## src/hw/rtl/lrup_pkg.sv

```systemverilog
// Shared constants, codes and types of the LRU page replacement block.
package lrup_pkg;

    localparam int MAX_FRAMES_DEF   = 32;
    localparam int PAGE_BITS_DEF    = 6;
    localparam int ADDRESS_BITS_DEF = 15;

    localparam int KB_SHIFT    = 10;
    localparam int COUNT_W     = 16;
    localparam int PSL_W       = 2;
    localparam int FA_W        = 6;
    localparam int CFG_INDEX_W = 2;
    localparam int CFG_DATA_W  = 6;

    localparam logic [PSL_W-1:0] PSL_RESET = '0;
    localparam logic [FA_W-1:0]  FA_RESET  = FA_W'(4);

    localparam logic KIND_REFERENCE = 1'b0;
    localparam logic KIND_CLEAR     = 1'b1;

    typedef enum logic [CFG_INDEX_W-1:0] {
        CFG_PAGE_SIZE_LOG2  = 2'd0,
        CFG_FRAMES_ASSIGNED = 2'd1
    } cfg_index_t;

    typedef struct packed {
        logic [PSL_W-1:0] page_size_log2;
        logic [FA_W-1:0]  frames_assigned;
    } lrup_cfg_t;

endpackage

```

## src/hw/rtl/lrup_stack.sv

```systemverilog
// Recency stack storage: one write port and one registered read port.
module lrup_stack #(
    parameter int DEPTH = lrup_pkg::MAX_FRAMES_DEF,
    parameter int WIDTH = lrup_pkg::PAGE_BITS_DEF
) (
    input  logic                     aclk,
    input  logic                     wr_en,
    input  logic [$clog2(DEPTH)-1:0] wr_addr,
    input  logic [WIDTH-1:0]         wr_data,
    input  logic [$clog2(DEPTH)-1:0] rd_addr,
    output logic [WIDTH-1:0]         rd_data
);

    logic [WIDTH-1:0] mem [DEPTH];
    logic [WIDTH-1:0] rd_data_reg;

    always_ff @(posedge aclk) begin
        if (wr_en) begin
            mem[wr_addr] <= wr_data;
        end
        rd_data_reg <= mem[rd_addr];
    end

    assign rd_data = rd_data_reg;

endmodule

```

## src/hw/rtl/lrup_seq.sv

```systemverilog
// Sequencer that searches and shifts the recency stack one entry per step.
module lrup_seq #(
    parameter int MAX_FRAMES   = lrup_pkg::MAX_FRAMES_DEF,
    parameter int PAGE_BITS    = lrup_pkg::PAGE_BITS_DEF,
    parameter int ADDRESS_BITS = lrup_pkg::ADDRESS_BITS_DEF
) (
    input  logic                           aclk,
    input  logic                           aresetn,
    input  lrup_pkg::lrup_cfg_t            cfg,
    input  logic                           in_valid,
    output logic                           in_ready,
    input  logic                           in_kind,
    input  logic [ADDRESS_BITS-1:0]        in_address,
    output logic                           res_valid,
    input  logic                           res_ready,
    output logic                           res_hit,
    output logic [PAGE_BITS-1:0]           res_page,
    output logic                           res_ev_valid,
    output logic [PAGE_BITS-1:0]           res_ev_page,
    output logic [lrup_pkg::COUNT_W-1:0]   res_hit_total,
    output logic [lrup_pkg::COUNT_W-1:0]   res_ref_total
);
    import lrup_pkg::*;

    localparam int CNT_W = $clog2(MAX_FRAMES + 1);
    localparam int IDX_W = $clog2(MAX_FRAMES);
    localparam int LIM_W = (CNT_W > FA_W) ? CNT_W : FA_W;
    localparam int SUM_W = (ADDRESS_BITS + 1 > PAGE_BITS) ? ADDRESS_BITS + 1 : PAGE_BITS;

    typedef enum logic [2:0] {
        S_IDLE,
        S_SRCH_RD,
        S_SRCH_CMP,
        S_SH_RD,
        S_SH_WR,
        S_DONE
    } state_t;

    state_t               state_reg, state_next;
    logic [PAGE_BITS-1:0] pg_reg, pg_next;
    logic [CNT_W-1:0]     cnt_reg, cnt_next;
    logic [CNT_W-1:0]     used_reg, used_next;
    logic                 hit_reg, hit_next;
    logic                 evv_reg, evv_next;
    logic [PAGE_BITS-1:0] evp_reg, evp_next;
    logic [COUNT_W-1:0]   hit_cnt_reg, hit_cnt_next;
    logic [COUNT_W-1:0]   ref_cnt_reg, ref_cnt_next;

    logic [ADDRESS_BITS-1:0] addr_m1;
    logic [ADDRESS_BITS-1:0] addr_shifted;
    logic [4:0]              shift_amt;
    logic [SUM_W-1:0]        page_sum;
    logic [PAGE_BITS-1:0]    page_calc;
    logic [LIM_W-1:0]        fa_ext;
    logic [CNT_W-1:0]        lim;
    logic [CNT_W-1:0]        used_m1;
    logic [CNT_W-1:0]        cnt_p1;
    logic [COUNT_W-1:0]      hit_cnt_inc;
    logic [COUNT_W-1:0]      ref_cnt_inc;

    logic                 mem_wr_en;
    logic [IDX_W-1:0]     mem_wr_addr;
    logic [PAGE_BITS-1:0] mem_wr_data;
    logic [IDX_W-1:0]     mem_rd_addr;
    logic [PAGE_BITS-1:0] mem_rd_data;

    lrup_stack #(
        .DEPTH (MAX_FRAMES),
        .WIDTH (PAGE_BITS)
    ) u_stack (
        .aclk    (aclk),
        .wr_en   (mem_wr_en),
        .wr_addr (mem_wr_addr),
        .wr_data (mem_wr_data),
        .rd_addr (mem_rd_addr),
        .rd_data (mem_rd_data)
    );

    always_comb begin
        addr_m1      = in_address - 1'b1;
        shift_amt    = 5'(KB_SHIFT) + 5'(cfg.page_size_log2);
        addr_shifted = addr_m1 >> shift_amt;
        page_sum     = SUM_W'(addr_shifted) + SUM_W'(1);
        page_calc    = (in_address == '0) ? PAGE_BITS'(1) : page_sum[PAGE_BITS-1:0];

        fa_ext = LIM_W'(cfg.frames_assigned);
        if (cfg.frames_assigned == '0) begin
            lim = CNT_W'(1);
        end else if (fa_ext > LIM_W'(MAX_FRAMES)) begin
            lim = CNT_W'(MAX_FRAMES);
        end else begin
            lim = CNT_W'(fa_ext);
        end

        used_m1     = used_reg - 1'b1;
        cnt_p1      = cnt_reg + 1'b1;
        hit_cnt_inc = (hit_cnt_reg == '1) ? hit_cnt_reg : hit_cnt_reg + 1'b1;
        ref_cnt_inc = (ref_cnt_reg == '1) ? ref_cnt_reg : ref_cnt_reg + 1'b1;
    end

    always_comb begin
        state_next   = state_reg;
        pg_next      = pg_reg;
        cnt_next     = cnt_reg;
        used_next    = used_reg;
        hit_next     = hit_reg;
        evv_next     = evv_reg;
        evp_next     = evp_reg;
        hit_cnt_next = hit_cnt_reg;
        ref_cnt_next = ref_cnt_reg;
        mem_wr_en    = 1'b0;
        mem_wr_addr  = cnt_reg[IDX_W-1:0];
        mem_wr_data  = pg_reg;
        mem_rd_addr  = cnt_reg[IDX_W-1:0];
        in_ready     = 1'b0;
        res_valid    = 1'b0;

        unique case (state_reg)
            S_IDLE: begin
                in_ready = 1'b1;
                if (in_valid) begin
                    hit_next = 1'b0;
                    evv_next = 1'b0;
                    evp_next = '0;
                    cnt_next = '0;
                    if (in_kind == KIND_CLEAR) begin
                        pg_next      = '0;
                        used_next    = '0;
                        hit_cnt_next = '0;
                        ref_cnt_next = '0;
                        state_next   = S_DONE;
                    end else begin
                        pg_next    = page_calc;
                        state_next = S_SRCH_RD;
                    end
                end
            end
            S_SRCH_RD: begin
                if (cnt_reg == used_reg) begin
                    if (used_reg < lim) begin
                        mem_wr_en    = 1'b1;
                        mem_wr_addr  = used_reg[IDX_W-1:0];
                        used_next    = used_reg + 1'b1;
                        ref_cnt_next = ref_cnt_inc;
                        state_next   = S_DONE;
                    end else begin
                        evv_next   = 1'b1;
                        cnt_next   = '0;
                        state_next = S_SH_RD;
                    end
                end else begin
                    state_next = S_SRCH_CMP;
                end
            end
            S_SRCH_CMP: begin
                if (cnt_reg == '0) begin
                    evp_next = mem_rd_data;
                end
                if (mem_rd_data == pg_reg) begin
                    hit_next     = 1'b1;
                    hit_cnt_next = hit_cnt_inc;
                    state_next   = S_SH_RD;
                end else begin
                    cnt_next   = cnt_p1;
                    state_next = S_SRCH_RD;
                end
            end
            S_SH_RD: begin
                mem_rd_addr = cnt_p1[IDX_W-1:0];
                if (cnt_reg < used_m1) begin
                    state_next = S_SH_WR;
                end else begin
                    mem_wr_en    = 1'b1;
                    mem_wr_addr  = used_m1[IDX_W-1:0];
                    ref_cnt_next = ref_cnt_inc;
                    state_next   = S_DONE;
                end
            end
            S_SH_WR: begin
                mem_wr_en   = 1'b1;
                mem_wr_data = mem_rd_data;
                cnt_next    = cnt_p1;
                state_next  = S_SH_RD;
            end
            S_DONE: begin
                res_valid = 1'b1;
                if (res_ready) begin
                    state_next = S_IDLE;
                end
            end
            default: begin
                state_next = S_IDLE;
            end
        endcase
    end

    always_ff @(posedge aclk) begin
        if (!aresetn) begin
            state_reg   <= S_IDLE;
            used_reg    <= '0;
            hit_cnt_reg <= '0;
            ref_cnt_reg <= '0;
        end else begin
            state_reg   <= state_next;
            used_reg    <= used_next;
            hit_cnt_reg <= hit_cnt_next;
            ref_cnt_reg <= ref_cnt_next;
        end
        pg_reg  <= pg_next;
        cnt_reg <= cnt_next;
        hit_reg <= hit_next;
        evv_reg <= evv_next;
        evp_reg <= evp_next;
    end

    assign res_hit       = hit_reg;
    assign res_page      = pg_reg;
    assign res_ev_valid  = evv_reg;
    assign res_ev_page   = evv_reg ? evp_reg : '0;
    assign res_hit_total = hit_cnt_reg;
    assign res_ref_total = ref_cnt_reg;

endmodule

```

## src/hw/rtl/lru_page_replacement.sv

```systemverilog
// A reference searches the stack, then a hit shifts the entries above it down, a miss fills a
// free entry or, with all frames in use, shifts the stack to evict the oldest page; a clear goes
// straight to the result. Each search or shift step reads one stack entry, then compares or writes it.
// A new item is taken no earlier than the cycle after the previous result enters the output register.
// Reset (aresetn low, synchronous) empties the stack, zeroes both counters and the
// output valid, and sets page_size_log2 to 0 and frames_assigned to 4.
module lru_page_replacement #(
    parameter int MAX_FRAMES   = lrup_pkg::MAX_FRAMES_DEF,
    parameter int PAGE_BITS    = lrup_pkg::PAGE_BITS_DEF,
    parameter int ADDRESS_BITS = lrup_pkg::ADDRESS_BITS_DEF
) (
    input  logic                                aclk,
    input  logic                                aresetn,
    input  logic                                cfg_valid,
    output logic                                cfg_ready,
    input  logic [lrup_pkg::CFG_INDEX_W-1:0]    cfg_index,
    input  logic [lrup_pkg::CFG_DATA_W-1:0]     cfg_data,
    input  logic                                s_tvalid,
    output logic                                s_tready,
    // address
    input  logic [((ADDRESS_BITS + 7) / 8) * 8 - 1:0] s_tdata,
    // kind
    input  logic                                s_tuser,
    output logic                                m_tvalid,
    input  logic                                m_tready,
    // hit, page_number, evicted_valid, evicted_page, hit_total, reference_total
    output logic [((2 * PAGE_BITS + 2 + 2 * lrup_pkg::COUNT_W + 7) / 8) * 8 - 1:0] m_tdata
);
    import lrup_pkg::*;

    localparam int OUT_W = ((2 * PAGE_BITS + 2 + 2 * COUNT_W + 7) / 8) * 8;
    localparam int RES_W = 2 * PAGE_BITS + 2 + 2 * COUNT_W;

    lrup_cfg_t        cfg_reg, cfg_next;
    logic             m_tvalid_reg, m_tvalid_next;
    logic [OUT_W-1:0] m_tdata_reg, m_tdata_next;

    logic                 res_valid;
    logic                 res_ready;
    logic                 res_hit;
    logic [PAGE_BITS-1:0] res_page;
    logic                 res_ev_valid;
    logic [PAGE_BITS-1:0] res_ev_page;
    logic [COUNT_W-1:0]   res_hit_total;
    logic [COUNT_W-1:0]   res_ref_total;
    logic [RES_W-1:0]     res_packed;

    lrup_seq #(
        .MAX_FRAMES   (MAX_FRAMES),
        .PAGE_BITS    (PAGE_BITS),
        .ADDRESS_BITS (ADDRESS_BITS)
    ) u_seq (
        .aclk          (aclk),
        .aresetn       (aresetn),
        .cfg           (cfg_reg),
        .in_valid      (s_tvalid),
        .in_ready      (s_tready),
        .in_kind       (s_tuser),
        .in_address    (s_tdata[ADDRESS_BITS-1:0]),
        .res_valid     (res_valid),
        .res_ready     (res_ready),
        .res_hit       (res_hit),
        .res_page      (res_page),
        .res_ev_valid  (res_ev_valid),
        .res_ev_page   (res_ev_page),
        .res_hit_total (res_hit_total),
        .res_ref_total (res_ref_total)
    );

    assign cfg_ready  = 1'b1;
    assign res_ready  = !m_tvalid_reg || m_tready;
    assign res_packed = {res_ref_total, res_hit_total, res_ev_page, res_ev_valid,
                         res_page, res_hit};

    always_comb begin
        cfg_next = cfg_reg;
        if (cfg_valid && cfg_ready) begin
            unique case (cfg_index)
                CFG_PAGE_SIZE_LOG2:  cfg_next.page_size_log2  = cfg_data[PSL_W-1:0];
                CFG_FRAMES_ASSIGNED: cfg_next.frames_assigned = cfg_data[FA_W-1:0];
                default:             cfg_next = cfg_reg;
            endcase
        end

        m_tvalid_next = m_tvalid_reg;
        m_tdata_next  = m_tdata_reg;
        if (m_tvalid_reg && m_tready) begin
            m_tvalid_next = 1'b0;
        end
        if (res_valid && res_ready) begin
            m_tvalid_next = 1'b1;
            m_tdata_next  = OUT_W'(res_packed);
        end
    end

    always_ff @(posedge aclk) begin
        if (!aresetn) begin
            cfg_reg.page_size_log2  <= PSL_RESET;
            cfg_reg.frames_assigned <= FA_RESET;
            m_tvalid_reg            <= 1'b0;
        end else begin
            cfg_reg      <= cfg_next;
            m_tvalid_reg <= m_tvalid_next;
        end
        m_tdata_reg <= m_tdata_next;
    end

    assign m_tvalid = m_tvalid_reg;
    assign m_tdata  = m_tdata_reg;

endmodule

```

## config.mk

```make
export PLATFORM = sky130hd
export DESIGN_NAME = lru_page_replacement
export DESIGN_NICKNAME = d
export VERILOG_FILES = /design/src/hw/rtl/lrup_pkg.sv /design/src/hw/rtl/lrup_stack.sv /design/src/hw/rtl/lrup_seq.sv /design/src/hw/rtl/lru_page_replacement.sv
export SDC_FILE = /design/constraint.sdc
export NUM_CORES = 1
export LEC_CHECK = 0
export ABC_AREA = 1
export BUFFER_PORTS_ARGS = -buffer_cell sky130_fd_sc_hd__buf_2
export CAP_MARGIN = 10
export CORE_ASPECT_RATIO = 0.6
export CORE_MARGIN = 1
export CORE_UTILIZATION = 61
export CTS_CLUSTER_SIZE = 16
export DETAILED_ROUTE_END_ITERATION = 10
export GPL_ROUTABILITY_DRIVEN = 0
export GPL_TIMING_DRIVEN = 1
export HOLD_SLACK_MARGIN = 0.1
export PLACE_DENSITY = 0.8
export SLEW_MARGIN = 20
export SYNTH_ARGS = -nofsm -noshare
export SYNTH_HDL_FRONTEND = slang
export SYNTH_SLANG_ARGS = --single-unit
```

## constraint.sdc

```tcl
create_clock -name aclk -period 6.91 [get_ports aclk]
set_input_delay 0.691 -clock aclk [delete_from_list [all_inputs] [get_ports aclk]]
set_output_delay 0.691 -clock aclk [all_outputs]
set_load 0.02 [all_outputs]
```

==> flow_summary.yaml <==
global_routing:
  grt_pass1_wl_um: 51850
  grt_pass1_vias: 9722
  groute.usage.overall_pct: 28.20
  grt_overflow_total: 0
  antenna_found_initial: 0
  grt_max_degree: 97
routing:
  ant_nets: 0
  wl_per_cell_um: 18.30
  firstDrtPassIters: 7
  routed_wl_um: 33090
  vias: 10748
  vias_per_cell: 5.945
  drtIter0Drc: 1407
  drc: 0
timing:
  fin_hold_ws_ns: 0.3542
  finalHoldViolCount: 0
  tns_ns: 0
  maxSlewViolCount: 0
  clock_skew_ns: 0.02336
  max_clock_freq_mhz: 244.6
  min_period_over_period_pct: 59.16
  setup_viol_count_final: 0
  layout_setup_ws_ns: 2.822
  tightest_slew_ns: 0.9517
  min_period_ns: 4.088
  relSlewSlack_pct: 36.56
  rsz0062_at_grt: "false"
clock_network:
  post-cts-setup-buffers: 0
  numClockSinks: 314
  insertion_delay_ns: 0.56
  cts-root-buf: "clkbuf_16"
  postCtsHoldBufs: 0
  cts_tree: "built"
  htreeDepth: 1
  clkTransAtPathRegs_ns: 0.06
  cts_buffer_depth: 3
  numCtsBuffers: 28
  cts_resized: 0
worst_setup_path:
  r2r_end: "u_seq.u_stack.mem[2][5]"
  crit_arrival_ns: 4.27
  crit_end: "u_seq.u_stack.mem[2][5]"
  r2r-start: "u_seq.used_reg[0]"
  worstRegToRegCells: 16
  critPathLaunchType: "flip-flop"
  path_class: "reg -> reg"
  startpoint: "u_seq.used_reg[0]"
  end_kind: "flip-flop"
  reg2reg_slack_ns: 2.82
  cp_max_fo: 9
  worstPathRequired_ns: 7.09
pwr:
  power_density_nw_per_um2: 353.0
  p_leak_nw: 5.738
  ir_drop_uv: 266.7
final_layout:
  multi_input_area_um2: 4649
  fill_cells: 1680
  drive_above_1_share_pct: 10.78
  seq_area_um2: 8869
  nets: 1519
  instances_no_fill: 1808
  syn2layout_area_growth_pct: 10.14
  diodes: 0
  largest_reg_flops: 192
synthesis:
  yosys-top-cells-area: "edfxtp_1, dfxtp_1, nand2_1, nor2_1, a21oi_1"
  syn_area_per_cell_um2: 10.14
  ys_warn_count: 0
  synth_area_leader_cell: "edfxtp_1"
  ys_seq_area_share_pct: 61.92
  synth_cell_type_count: 44
  synth.most_common_cell: "edfxtp_1"
  synthTopCellsByCount: "edfxtp_1, nand2_1, nor2_1"
  ys_ff_latch: 314
  yosys.area.top_type_share_pct: 54.09
  syn_inst: 1412
  synth_async_sr_flop_share_pct: 0
  synth_edf_count: 258
  synth_ff_type: "edfxtp_1"
  mappedNetlistArea_um2: 14320
placed_design:
  dpl_worst_slack_ns: 2.912
  dp_hpwl_um: 21980
  numPortBuffers: 76
  dp_cells: 1756
floorplan:
  std_cell_rows: 43
  fp.coreArea_um2: 23080
  dieHeight_um: 120.7
  die_x_um: 199.8
  initial_core_util_pct: 62.05
  io_pins: 81
  fp.dieArea_um2: 24120
flow_run:
  max-cap-violations: 0
hold_path:
  worst_hold_path_type: "in -> reg"
outcome:
  status: "completed"
[how the worst min path moves through the flow]
stage,from,cells after the start,slack [ns],endpoint
detailed placement,u_seq.res_hit,0,0.41,m_tdata[0]
global placement,u_seq.res_hit,0,0.41,m_tdata[0]
global route,cfg_data[2],3,0.36,cfg_reg[2]
floorplan,u_seq.res_hit,0,0.40,m_tdata[0]
CTS,cfg_data[2],3,0.34,cfg_reg[2]
finish,cfg_data[2],3,0.35,cfg_reg[2]
[power breakdown]
group | leakage, nW | switching (mW) | internal [mW]
Combinational | 2.50 | 1.26 | 0.432
Clock | 0.428 | 0.672 | 0.859
Sequential | 2.81 | 0.0913 | 2.26
[metrics by stage]
step | power [mW] | cell area, µm² | utilization (%)
global route | 5.817 | 15780 | 68.35
global placement | 3.951 | 14890 | 64.49
CTS | 5.526 | 15780 | 68.35
finish | 5.569 | 15780 | 68.35
floorplan | 3.561 | 14330 | -
detailed placement | 4.001 | 14890 | 64.49
[worst max-delay path, cell delays in order (launching register included)]
cell      delay (ns)
dfxtp_1         0.36
clkinv_1        0.24
ha_1            0.32
nand3_1         0.10
xor2_1          0.21
ha_1            0.27
nand2_1         0.08
nor2_1          0.05
o21ai_0         0.14
nand3_1         0.33
o211ai_1        0.26
nand2_1         0.08
nor2_1          0.29
inv_1           0.17
nor2_1          0.18
nand2_1         0.14
nor2_1          0.51
[placed cells by master (no fill, tap or decap), drive strengths merged]
master	count
clkbuf	36
o211ai	51
nand2	211
bufinv	3
o21bai	2
buf	88
nor3b	1
a21oi	109
and2	1
edfxtp	258
nand3	86
nand3b	1
inv	133
dfxtp	56
or2	6
xor2	26
o2111a	1
clkinv	13
xnor2	12
nand4	33
a31oi	1
nor4	3
clkinvlp	1
o2111ai	1
a211oi	1
o21ai	124
ha	18
conb	3
nor3	16
nor2	198
[cell families after synthesis]
family,share of synthesized area (%)
xor gates and xnor gates,2.324
DFF,61.92
adders and majority gates,1.572
AOI/OAI and AO/OA,11.29
and+or+nand+nor,16.97
buffers and inverters,5.879
other,0.05244
[cell type report]
| type | count | area share (%) |
|---|---|---|
| flip-flops and latches | 314 | 56.22 |
| multi-input cells | 905 | 29.47 |
| clock buffers | 36 | 4.632 |
| inverters | 134 | 3.188 |
| repair buffers | 88 | 2.982 |
| well taps | 315 | 2.498 |
| clock inverters | 16 | 1.007 |
[metal layers]
layer	up-vias	wire (µm)	global-route usage [%]
met4	2	723	6.966
li1	5029	-	-
met1	5045	14320	42.79
met2	599	13470	38.56
met5	-	85	2.832
met3	73	4487	9.261
Power figures use the tool's default switching activity.
